### src/tms_walk.sv
`default_nettype none

module tms_walk #(
    parameter int MAP_COLS = 32,
    parameter int MAP_ROWS = 28,
    parameter int TILE_BITS = 16,
    parameter int SEQ_ROW_STRIDE = 64,
    parameter int SW = 3
) (
    input  wire                            i_clk,
    input  wire                            i_rst_n,
    input  wire                            i_start,
    input  wire                            i_seq,
    input  wire  [SW-1:0]                  i_slot,
    input  wire  [$clog2(MAP_COLS)-1:0]    i_col,
    input  wire  [$clog2(MAP_ROWS)-1:0]    i_row,
    input  wire  [$clog2(MAP_COLS)-1:0]    i_last_col,
    input  wire  [$clog2(MAP_ROWS)-1:0]    i_last_row,
    input  wire  [TILE_BITS-1:0]           i_value,
    output logic                           o_busy,
    output logic [SW-1:0]                  o_slot,
    output logic [$clog2(MAP_COLS)-1:0]    o_col,
    output logic [$clog2(MAP_ROWS)-1:0]    o_row,
    output logic [TILE_BITS-1:0]           o_value
);

    localparam int CW = $clog2(MAP_COLS);
    localparam int RW = $clog2(MAP_ROWS);

    logic                 r_busy;
    logic                 r_seq;
    logic [SW-1:0]        r_slot;
    logic [CW-1:0]        r_col, r_col0, r_last_col;
    logic [RW-1:0]        r_row, r_last_row;
    logic [TILE_BITS-1:0] r_val, r_row_val;
    logic [TILE_BITS-1:0] n_row_val;

    assign n_row_val = r_row_val + (r_seq ? TILE_BITS'(SEQ_ROW_STRIDE) : '0);

    always_ff @(posedge i_clk) begin
        if (!i_rst_n) begin
            r_busy <= 1'b0;
        end else if (i_start) begin
            r_busy <= 1'b1;
        end else if (r_busy && r_col == r_last_col && r_row == r_last_row) begin
            r_busy <= 1'b0;
        end
    end

    // one entry written per cycle, row by row over the clipped rectangle
    always_ff @(posedge i_clk) begin
        if (i_start) begin
            r_seq      <= i_seq;
            r_slot     <= i_slot;
            r_col      <= i_col;
            r_col0     <= i_col;
            r_row      <= i_row;
            r_last_col <= i_last_col;
            r_last_row <= i_last_row;
            r_val      <= i_value;
            r_row_val  <= i_value;
        end else if (r_busy) begin
            if (r_col == r_last_col) begin
                r_col     <= r_col0;
                r_row     <= r_row + RW'(1);
                r_row_val <= n_row_val;
                r_val     <= n_row_val;
            end else begin
                r_col <= r_col + CW'(1);
                r_val <= r_val + (r_seq ? TILE_BITS'(1) : '0);
            end
        end
    end

    assign o_busy  = r_busy;
    assign o_slot  = r_slot;
    assign o_col   = r_col;
    assign o_row   = r_row;
    assign o_value = r_val;

endmodule

`default_nettype wire

### config.mk
export PLATFORM = sky130hd
export DESIGN_NAME = tms_walk
export DESIGN_NICKNAME = d
export VERILOG_FILES = /design/src/tms_walk.sv
export SDC_FILE = /design/constraint.sdc
export NUM_CORES = 1
export LEC_CHECK = 0
export BUFFER_PORTS_ARGS = -buffer_cell sky130_fd_sc_hd__buf_2
export CORE_ASPECT_RATIO = 1.25
export CORE_UTILIZATION = 30
export DETAILED_ROUTE_END_ITERATION = 10
export SYNTH_ARGS = -nofsm -noshare
export SYNTH_HDL_FRONTEND = slang
export SYNTH_SLANG_ARGS = --single-unit
### constraint.sdc
create_clock -name i_clk -period 2.4 [get_ports i_clk]
set_input_delay 0.48 -clock i_clk [delete_from_list [all_inputs] [get_ports i_clk]]
set_output_delay 0.48 -clock i_clk [all_outputs]
set_load 0.01 [all_outputs]
==> impl_metrics.csv <==
group,metric,value,unit
run_status,outcome,"finished clean",
cells_and_area,diodes,0,
grt,grt-ovfl-total,0,
cells_and_area,layout_commonest_cell,"buf_2",
timing,finalClockSkew,0.00672,ns
setup_path,critPathLaunch,"o_col[1]$_DFFE_PP_",
route,dr.first_iter.drc_count,129,
synth,synth-seq-cells,62,
cells_and_area,mostFrequentLayoutCells,"72 x buf_2, 61 x edfxtp_1, 28 x nand2_1, 21 x xor2_1, 17 x nand3_1",
clock_network,cts_max_path_buffers,2,
power_and_ir_drop,vdd_ir_drop_max,0.362,mV
min_path,hold_start,"i_last_row[3]",
timing,fmax,0.499,GHz
setup_path,crit_chain,"xor2_1 > nor3_4 > and2_4 > nor2_2 > nor2b_2 > buf_4",
timing,fin_ws,0.395,ns
grt,track_usage,14.0,%
grt,grt_pass1_vias,2272,
min_path,worstHoldEndpoint,"r_last_row[3]$_DFFE_PP_",
setup_path,worstSetupStartpointType,"flop",
floorplan,num_io_pins,73,
floorplan,initial_utilization,31.4,%
place,post-place-ws,0.396,ns
cells_and_area,drive_above_1_share,32.5,%
place,routabilityCongestion,0.832,
route,viasPerCell,4.72,
grt,antenna_found_initial,0,
job,cap_violations,0,
setup_path,rrSetupSlack,0.40,ns
timing,hold_viol_final,0,
synth,synthDistinctLibCells,44,
route,antenna_left,0,
clock_network,holdBufCountCts,0,
synth,netlist_instances,262,
grt,grt_max_degree,49,
min_path,hold_path_depth,1,
cells_and_area,layout.nets,389,
place,place_area,0.00375,mm²
setup_path,worst_ep_required_time,2.41,ns
floorplan,core_area,0.0103,mm²
min_path,hold_class,"primary input to flop",
timing,rsz0062_at_grt,"no",
cells_and_area,areaGrowthSynthToFinish,25.7,%
timing,slew_viol_final,0,
setup_path,cp-end-kind,"flop",
clock_network,cts.htree.levels,3,
clock_network,cts_made_buffers,9,
timing,slew_headroom,71.2,%
power_and_ir_drop,p_per_area,799,mW/mm²
synth,ys_seq_area_share,57.4,%
cells_and_area,final_cell_area,0.00405,mm²
synth,yosysTopAreaCell,"edfxtp_1",
synth,synth_top_area_share,56.8,%
clock_network,cts_setup_buffers,0,
setup_path,path_class,"flop to flop",
clock_network,clkLatencyLatePin,0.32,ns
floorplan,fp.dieH,118,µm
timing,period_share,83.5,%
grt,grt_pass1_wl,11600,µm
cells_and_area,utilization,39.5,%
setup_path,cp.arrival,2.01,ns
timing,finalSetupViolCount,0,
route,drc,0,
power_and_ir_drop,power,3.24,mW
timing,worst-slew-pin-transition,0.431,ns
route,drt-total-wl,7240,µm
route,num_vias,2238,
place,io_buffer_count,72,
synth,synth_area_leaders,"edfxtp_1 57%, xor2_1 5.7%, xnor2_1 4.1%, mux2i_1 3.7%, nand2_1 3.3%",
clock_network,cts_tree,"built",
clock_network,postCtsResizedCells,0,
timing,setup_tns,0,ns
place,hpwl,5350,µm
setup_path,r2r_end,"o_row[0]$_DFFE_PP_",
synth,netlist_area,0.00322,mm²
setup_path,critPathMaxFanout,15,
clock_network,cts_root_buffer,"clkbuf_16",
clock_network,path_clk_slew,0.05,ns
timing,post-route-min-period,2.00,ns
synth,avgSynthCellArea,12.3,µm²
setup_path,crit_slowest_cell,"edfxtp_1",
clock_network,cts_num_sinks,62,
floorplan,die-area,0.0112,mm²
synth,synth_nets,311,
synth,ys_warn_count,0,
power_and_ir_drop,power.leakage,1.58,nW
route,wl_per_cell,15.3,µm
setup_path,rr_worst_depth,6,
setup_path,slowest_delay,0.44,ns
floorplan,die_width,94.7,µm
route,first_pass_iters,4,
setup_path,r2r-start,"o_col[1]$_DFFE_PP_",
floorplan,std_cell_rows,41,
-- how the worst max path moves through the flow --
stage	end	slack, ns	cells past startpoint
after global placement	o_row[4]$_DFFE_PP_	0.46	6
after floorplan	o_row[0]$_DFFE_PP_	0.23	6
after detailed placement	o_row[2]$_DFFE_PP_	0.40	6
final	o_row[0]$_DFFE_PP_	0.40	6
after CTS	r_row_val[13]$_DFFE_PP_	0.37	6
after global routing	o_value[11]$_DFFE_PP_	0.22	5
-- final cells by class --
| cell class | instances | area, µm² |
|---|---|---|
| fill | 1011 | 6210 |
| tap | 129 | 161 |
| multi-input combinational | 186 | 1300 |
| sequential | 62 | 1850 |
| clock buffer | 10 | 229 |
| inverter | 5 | 18.8 |
| timing repair buffer | 76 | 415 |
| clock inverter | 6 | 76.3 |
-- worst max-delay path, delay by kind of cell, from the launching register on --
family                 cells  cell delay [ns]
XOR/XNOR                   1             0.21
buffers and inverters      1             0.23
AND/OR/NAND/NOR            4             0.81
flip-flops                 1             0.44
-- cells in the mapped netlist, drive strengths merged --
cell / count
nand2: 29
o41ai: 1
nand4: 2
nand3: 19
ha: 6
o21ai: 21
o31ai: 1
o31a: 1
nor4: 4
a21boi: 2
nor3: 9
edfxtp: 61
a21oi: 6
a31oi: 1
mux2: 7
xor2: 21
or2: 3
dfxtp: 1
clkbuf: 5
o21a: 1
o21bai: 6
mux2i: 12
and2: 7
a221oi: 1
nor2b: 1
xnor2: 15
inv: 5
buf: 4
nor2: 9
o221ai: 1
-- metrics by stage --
stage,hold WS [ns],instances
after CTS,0.323,474
final,0.335,474
after floorplan,0.488,262
after global routing,0.315,474
after detailed placement,0.463,458
after global placement,0.459,458
-- state kept, by name (all words and copies together) (netlist names) --
signal / count
o_slot: 3
o_value: 16
r_col0: 5
r_last_col: 5
o_row: 5
o_busy: 1
r_seq: 1
o_col: 5
r_last_row: 5
r_row_val: 16
-- logic make-up (layout without fill, tap and decap cells) --
logic type,count (synthesis),count (layout),share of synthesized area (%)
DFF,62,62,57.4
muxes,19,19,6.17
AOI/OAI and AO/OA,42,42,8.23
buffers and inverters,14,97,2.29
adders and majority gates,6,6,2.33
and+or+nand+nor,83,83,13.8
xor gates and xnor gates,36,36,9.78
-- report_power, final --
part,internal [mW],switching (mW)
registers,1.33,0.101
clock network,0.895,0.432
logic,0.216,0.263
-- metal layers --
layer | share of wire (%) | vias to the layer above | global-route usage, % | routed length, µm
met2 | 50 | 68 | 22.5 | 3630
met3 | 4.9 | 6 | 4.46 | 354
met4 | 1.0 | 0 | 5.21 | 73
met1 | 44 | 1045 | 17.3 | 3180
li1 | - | 1119 | - | -
met5 | 0 | - | 0 | 0
No activity file was read; power rests on OpenSTA's default activity.
