$ cat src/tms_pkg.sv
`default_nettype none

package tms_pkg;

    // operation codes carried in s_tuser
    localparam logic [2:0] OP_PORT0_WR = 3'd0;
    localparam logic [2:0] OP_PORT1_WR = 3'd1;
    localparam logic [2:0] OP_DIRECT_WR = 3'd2;
    localparam logic [2:0] OP_READ = 3'd3;
    localparam logic [2:0] OP_FILL = 3'd4;
    localparam logic [2:0] OP_SEQ_FILL = 3'd5;
    localparam logic [2:0] OP_SET_PTR = 3'd6;

    // configuration register indexes (byte address / 4)
    localparam logic [1:0] REG_PORT0_STEP = 2'd0;
    localparam logic [1:0] REG_PORT1_STEP = 2'd1;
    localparam logic [1:0] REG_PORT0_PAGE = 2'd2;

    typedef struct packed {
        logic       port0_vert;
        logic       port1_vert;
        logic [1:0] port0_page;
    } t_cfg;

    typedef struct packed {
        logic       load;
        logic       step0;
        logic       step1;
        logic [4:0] col0;
        logic [4:0] row0;
        logic [4:0] col1;
        logic [4:0] row1;
    } t_ptr_cmd;

endpackage

`default_nettype wire

$ cat src/tms_ptr.sv
`default_nettype none

module tms_ptr
    import tms_pkg::*;
#(
    parameter int MAP_COLS = 32,
    parameter int MAP_ROWS = 28
) (
    input  wire        i_clk,
    input  wire        i_rst_n,
    input  t_ptr_cmd   i_cmd,
    input  t_cfg       i_cfg,
    output logic [4:0] o_p0_col,
    output logic [4:0] o_p0_row,
    output logic [4:0] o_p1_col,
    output logic [4:0] o_p1_row
);

    localparam int LAST_ROW = ((MAP_ROWS - 1) > 31) ? 31 : (MAP_ROWS - 1);

    logic [4:0] r_p0_col, r_p0_row, r_p1_col, r_p1_row;
    logic [4:0] n_p0_col, n_p0_row, n_p1_col, n_p1_row;

    // column reduced modulo the page width, at most four subtractions for 5-bit input
    function automatic logic [4:0] f_wrap(input logic [4:0] c);
        logic [6:0] t;
        t = {2'b00, c};
        for (int k = 0; k < 4; k++) begin
            if (t >= 7'(MAP_COLS)) begin
                t = t - 7'(MAP_COLS);
            end
        end
        return t[4:0];
    endfunction

    function automatic logic [4:0] f_step_col(input logic [4:0] c);
        logic [6:0] t;
        t = {2'b00, c} + 7'd1;
        if (t >= 7'(MAP_COLS)) begin
            t = '0;
        end
        return t[4:0];
    endfunction

    function automatic logic [4:0] f_step_row(input logic [4:0] r);
        return (r >= 5'(LAST_ROW)) ? 5'(LAST_ROW) : r + 5'd1;
    endfunction

    function automatic logic [4:0] f_clamp_row(input logic [4:0] r);
        return (r > 5'(LAST_ROW)) ? 5'(LAST_ROW) : r;
    endfunction

    always_comb begin
        n_p0_col = r_p0_col;
        n_p0_row = r_p0_row;
        n_p1_col = r_p1_col;
        n_p1_row = r_p1_row;
        if (i_cmd.load) begin
            n_p0_col = f_wrap(i_cmd.col0);
            n_p0_row = f_clamp_row(i_cmd.row0);
            n_p1_col = f_wrap(i_cmd.col1);
            n_p1_row = f_clamp_row(i_cmd.row1);
        end
        if (i_cmd.step0) begin
            if (i_cfg.port0_vert) begin
                n_p0_row = f_step_row(r_p0_row);
            end else begin
                n_p0_col = f_step_col(r_p0_col);
            end
        end
        if (i_cmd.step1) begin
            if (i_cfg.port1_vert) begin
                n_p1_row = f_step_row(r_p1_row);
            end else begin
                n_p1_col = f_step_col(r_p1_col);
            end
        end
    end

    always_ff @(posedge i_clk) begin
        if (!i_rst_n) begin
            r_p0_col <= '0;
            r_p0_row <= '0;
            r_p1_col <= '0;
            r_p1_row <= '0;
        end else begin
            r_p0_col <= n_p0_col;
            r_p0_row <= n_p0_row;
            r_p1_col <= n_p1_col;
            r_p1_row <= n_p1_row;
        end
    end

    assign o_p0_col = r_p0_col;
    assign o_p0_row = r_p0_row;
    assign o_p1_col = r_p1_col;
    assign o_p1_row = r_p1_row;

endmodule

`default_nettype wire

$ cat config.mk
export PLATFORM = sky130hd
export DESIGN_NAME = tms_ptr
export DESIGN_NICKNAME = d
export VERILOG_FILES = /design/src/tms_pkg.sv /design/src/tms_ptr.sv
export SDC_FILE = /design/constraint.sdc
export NUM_CORES = 1
export LEC_CHECK = 0
export BUFFER_PORTS_ARGS = -buffer_cell sky130_fd_sc_hd__buf_4
export CORE_MARGIN = 1.5
export CORE_UTILIZATION = 30
export DETAILED_ROUTE_END_ITERATION = 6
export PLACE_DENSITY = 0.52
export RECOVER_POWER = 25
export SYNTH_ARGS = -nofsm -noshare
export SYNTH_HDL_FRONTEND = slang
export SYNTH_SLANG_ARGS = --single-unit
export TNS_END_PERCENT = 100
$ cat constraint.sdc
create_clock -name i_clk -period 1.6 [get_ports i_clk]
set_clock_uncertainty 0.15 [all_clocks]
set_input_delay 0.16 -clock i_clk [delete_from_list [all_inputs] [get_ports i_clk]]
set_output_delay 0.16 -clock i_clk [all_outputs]
set_load 0.05 [all_outputs]
==> impl_metrics.ini, run 1 <==
[run_status]
status = completed

[synth]
postSynthCellCount = 151
yosysUniqueCellTypes = 37
synth_nets = 184
synth_flop_cell = dfxtp_1
async_flop_share_pct = 0
netlist_area_sq_um = 1277
synth_enable_flop_cells = 0
ys_warn_count = 0
ys_ff_latch = 20
ys_seq_area_share_pct = 31.34
syn_avg_cell_area_sq_um = 8.460

[final_layout]
nFillCells = 423
fin_cells = 246
register_area_sq_um = 415.4
finalInstanceArea_sq_um = 1732
mostFrequentLayoutCells = buf_4, dfxtp_1, nand2_1
final_common_cell = buf_4
synthToLayoutAreaGrowth_pct = 35.55
diodes = 0
multi_input_comb_area_sq_um = 839.6
final_util_pct = 42.68
layout-drive-gt1-share_pct = 33.67
num-nets-final = 230

[timing]
setup_ws_ns = 0.02349
worstMarginPinSlew_ns = 0.6257
slew_violations = 0
hold_viol_final = 0
finalSetupTns_ns = 0
slew_headroom_pct = 58.29
finalSetupViolCount = 0
fmax_mhz = 634.3
period_minus_slack_ns = 1.577
fin_crit_sh_pct = 98.53

[min_path]
hold_path_class = in -> reg

[power_and_ir_drop]
swShare_pct = 36.41
pwr-share-clk_pct = 25.4
p_int_uw = 891.7
seqPwrFrac_pct = 43.3
p_sw_uw = 510.6
combinationalPowerShare_pct = 31.3
pwr_density_cell_nw_per_um2 = 809.8
power.leakage_nw = 0.7178
peakVddDrop_mv = 0.3265

[placement]
place_hpwl_microns = 2458
io_buffers = 46
placed_cells = 240
gp_congestion = 0.7569
place_ws_ns = 0.04625
dpl_cell_area_sq_um = 1657

[global_routing]
overflow = 0
grt_pass1_vias = 1263
grt_pass1_wl_microns = 5761
antenna_found_initial = 0
grt.total_usage_pct = 16.12
grt_max_degree = 26

[routing]
via_per_inst = 5.411
drt_pass1_iterations = 4
wire_per_inst_microns = 14.09
routed_wl_microns = 3466
drt_iter0_markers = 107
ant_nets = 0
drcViolationCount = 0
vias = 1331

[clocking]
clkLatencyLatePin_ns = 0.27
clock_path_buffers = 2
htreeDepth = 1
cts_buffers = 3
clk_pin_slew_worst_paths_ns = 0.09
cts_tree = yes
postCtsSetupRepairBufs = 0
cts.sinks = 20
cts_root_buf = clkbuf_8

[setup_path]
cp-start-kind = flip-flop
cp-end-kind = flip-flop
critPathRequiredTime_ns = 1.60
critical_path_peak_fanout = 6
arrival_ns = 1.58
path_class = reg -> reg

[job]
drv_cap = 0

[floorplan]
die-area_sq_um = 4659
core_area_sq_um = 4058
start_util_pct = 31.48
rows = 23
dieWidth_microns = 68.26
die_h_microns = 68.26
ioPinCount = 49
==> cells by family after synthesis <==
group	synth area share, %
buffers and inverters	5.289
xor gates and xnor gates	2.057
AOI/OAI and AO/OA	28.40
muxes	9.206
adders and majority gates	3.918
DFF	31.34
and+or+nand+nor	19.78
==> per-stage QoR <==
stage | power (mW) | hold WS (ns)
2_1_floorplan | 0.9007 | 0.1470
3_3_place_gp | 1.044 | 0.2682
3_5_place_dp | 1.052 | 0.2764
4_1_cts | 1.413 | 0.005206
5_1_grt | 1.483 | 0.01603
6_report | 1.402 | 0.006269
==> power by group through the flow <==
stage	Sequential, mW	Clock, mW	Combinational (mW)
2_1_floorplan	0.737	0	0.164
3_3_place_gp	0.613	0	0.431
3_5_place_dp	0.614	0	0.437
4_1_cts	0.603	0.368	0.442
5_1_grt	0.619	0.388	0.475
6_report	0.607	0.357	0.439
==> sequential cells by signal, summed over array words and instances (netlist names) <==
name / flops
o_p0_col: 5
o_p0_row: 5
o_p1_col: 5
o_p1_row: 5
==> cell usage after synthesis (all sizes together), types with 5 or more instances <==
| cell type | count | area share [%] |
|---|---|---|
| nand2 | 14 | 4.1 |
| o21ai | 9 | 3.5 |
| a21oi | 13 | 5.7 |
| mux2i | 5 | 3.9 |
| a31oi | 9 | 4.4 |
| dfxtp | 20 | 31 |
| o311ai | 6 | 4.1 |
| nand3 | 9 | 3.5 |
| mux2 | 6 | 5.3 |
==> final timing paths <==
kind / from / slack, ns / to / cells after the start
min: i_cmd[1] / 0.006 / o_p1_row[1] / 3
min reg2reg: o_p0_col[4] / 0.39 / o_p0_col[4] / 2
max: o_p0_row[0] / 0.02 / o_p0_row[1] / 5
max reg2reg: o_p0_row[0] / 0.02 / o_p0_row[1] / 5
==> per-layer routing <==
layer	part of all wire, %	GRT usage [%]	vias to the layer above	wire length [microns]
li1	-	-	673	-
met1	48	20.89	621	1680
met2	46	26.33	35	1587
met3	5.2	3.783	2	181
met4	0.49	5.000	0	17
met5	0	0	-	0
==> cell type report <==
cell class	count	share of cell area [%]
multi-input cells	120	48.48
flip-flops and latches	20	23.99
repair buffers	49	20.66
well taps	50	3.613
clock buffers	4	2.601
inverters	3	0.6503
==> worst max-delay path, stage by stage (launching register included) <==
cell	delay, ns
dfxtp_4	0.37
ha_2	0.21
a211o_1	0.23
a311o_1	0.36
o311ai_2	0.09
a21oi_2	0.05
==> timing repair <==
action | CTS | global route
hold buffers | 2 | 0
setup endpoints to repair | 0 | 3
resized for setup | 0 | 4
endpoints found under the hold margin | 2 | 0
No activity file was read; power rests on OpenSTA's default activity.
==> inputs of run 2 (changes only) <==
--- a/config.mk
+++ b/config.mk
@@ -8,3 +8,4 @@
 export BUFFER_PORTS_ARGS = -buffer_cell sky130_fd_sc_hd__buf_4
-export CORE_MARGIN = 1.5
+export CORE_ASPECT_RATIO = 1.1
+export CORE_MARGIN = 5
 export CORE_UTILIZATION = 30
--- a/constraint.sdc
+++ b/constraint.sdc
@@ -4,2 +4,2 @@
 set_output_delay 0.16 -clock i_clk [all_outputs]
-set_load 0.05 [all_outputs]
+set_load 0.02 [all_outputs]
==> run 2 against run 1 <==
  * Sequential power shrank 2%
  * Setup slack gained 0.031 ns
  * Sequential share of layout area shrank 0.55 points
  * Wire length grew 2.2%
  * Largest power group unchanged
  * Largest cell class unchanged
  * Global-route usage shrank 3.4 points
  * Final area shrank 0.72%
  * Clock power shrank 6.4%
  * Combinational power shrank 17%
  * First-iteration DRC count shrank 26%
  * Non-clock buffer count grew 3
  * Die area grew 22%
  * Maximum frequency grew 2.0%
==> impl_metrics.ini, run 2 (synthesis results as in run 1) <==
[power_and_ir_drop]
combinationalPowerShare_pct = 28.1
swShare_pct = 31.35
pwr_density_cell_nw_per_um2 = 751.7
p_int_uw = 887.1
pwr-share-clk_pct = 25.9
p_sw_uw = 405.1
power.leakage_nw = 0.7180
seqPwrFrac_pct = 46.1
peakVddDrop_mv = 0.2567

[global_routing]
grt_busiest_layer = met2
grtUsageMet3_pct = 2.433
overflow = 0
grt_pass1_wl_microns = 5927
grt.total_usage_pct = 12.70
gr-usage-met1_pct = 15.69
grt_max_degree = 26
grt_pass1_vias = 1291
use_met2_pct = 21.40
antenna_found_initial = 0

[setup_path]
path_class = reg -> reg
max_stage_delay_ns = 0.35
r2r_start = o_p1_row[0]
r2r_end = o_p1_row[1]
cp-end-kind = flip-flop
reg2reg_depth = 5
path_cells = ha_2 -> a211o_1 -> a311o_1 -> o311ai_1 -> a21oi_2
cp-start-kind = flip-flop
crit_slowest_cell = dfxtp_2
arrival_ns = 1.54
critical_path_peak_fanout = 6
critPathRequiredTime_ns = 1.59
r2r_setup_slack_ns = 0.05

[routing]
ant_nets = 0
routed_wl_microns = 3542
drcViolationCount = 0
via_per_inst = 5.262
drt_pass1_iterations = 4
vias = 1326
drt_iter0_markers = 79
wire_per_inst_microns = 14.06

[clocking]
clkLatencyLatePin_ns = 0.26
cts_root_buf = clkbuf_8
cts_tree = yes
postCtsSetupRepairBufs = 0
clock_path_buffers = 2
clk_pin_slew_worst_paths_ns = 0.08
cts_buffers = 3
cts.sinks = 20
htreeDepth = 1

[placement]
place_hpwl_microns = 2593
gp_congestion = 0.8012
io_buffers = 46

[floorplan]
dieWidth_microns = 72.22
die-area_sq_um = 5665
core_area_sq_um = 4223
ioPinCount = 49
rows = 25
start_util_pct = 30.25
die_h_microns = 78.44

[final_layout]
final_common_cell = buf_4
layout-drive-gt1-share_pct = 31.82
nFillCells = 455
mostFrequentLayoutCells = buf_4, dfxtp_1, nand2_1
diodes = 0
num-nets-final = 233
synthToLayoutAreaGrowth_pct = 34.57

[timing]
fin_crit_sh_pct = 96.57
hold_viol_final = 0
slew_headroom_pct = 68.66
period_minus_slack_ns = 1.545
whs_ns = 0.008468
worstMarginPinSlew_ns = 0.4692
slew_violations = 0
finalSetupTns_ns = 0
grt_setup_unrepaired = no
fmax_mhz = 647.2
finalSetupViolCount = 0

[job]
drv_cap = 0

[run_status]
status = completed

[min_path]
holdPathEnd = o_p1_row[0]
whs_path_depth = 3
min_from = i_cmd[0]
hold_path_class = in -> reg
run 2: cell types whose count changed in the layout (fill, tap and decap cells not counted), moves of 2 or more:
cell,delta
clkbuf_2,-6
clkbuf_1,+2
dfxtp_1,+2
dfxtp_4,-4
buf_4,+7
dfxtp_2,+2
o311ai_2,-2
run 2: metal layers:
layer,up-vias,wire [microns]
met5,-,0
met4,0,30
li1,676,-
met2,29,1734
met3,2,194
met1,619,1583
run 2: timing repair:
action,CTS,global route
hold buffers,0,1
endpoints found under the hold margin,0,1
resized for setup,0,2
setup endpoints to repair,0,3
run 2: final cells by class:
class                      instances  area [sq um]  share of cell area (%)
tap                               54         67.56                   3.930
inverter                           3         11.26                  0.6550
clock buffer                       3         41.29                   2.402
timing repair buffer              52         381.6                   22.20
multi-input combinational        120         814.5                   47.38
sequential                        20         402.9                   23.44
run 2: per-stage QoR:
stage	power, mW	utilization (%)	cells	setup WS, ns	cell area (sq um)
2_1_floorplan	0.8113	-	151	0.006858	1282
3_3_place_gp	0.9667	39.70	248	0.06517	1677
3_5_place_dp	0.9746	39.70	248	0.03550	1677
4_1_cts	1.316	40.68	251	0.02603	1718
5_1_grt	1.382	40.71	252	0.002242	1719
6_report	1.292	40.71	252	0.05481	1719
run 2: critical path: cells and delay by family (launching register included):
kind,cells,cell delay [ns]
AOI/OAI and AO/OA,4,0.72
DFF,1,0.35
adders and majority gates,1,0.21
run 2: power groups by stage:
stage                     combinational (mW)  clock [mW]  sequential (mW)
after floorplan                        0.164           0            0.648
after global placement                 0.363           0            0.604
after detailed placement               0.368           0            0.606
after CTS                              0.370       0.352            0.595
after global routing                   0.401       0.375            0.605
final                                  0.363       0.334            0.596
run 2: how the worst max path moves through the flow:
stage                start           to  slack [ns]  depth (start not counted)
6_report       o_p1_row[0]  o_p1_row[1]        0.05                          5
5_1_grt        o_p1_row[0]  o_p1_row[1]       0.002                          5
4_1_cts        o_p1_row[0]  o_p1_row[1]        0.03                          5
3_5_place_dp   o_p1_row[0]  o_p1_row[1]        0.04                          5
3_3_place_gp   o_p1_row[0]  o_p1_row[1]        0.07                          5
2_1_floorplan  o_p0_row[0]  o_p0_row[1]       0.007                          5
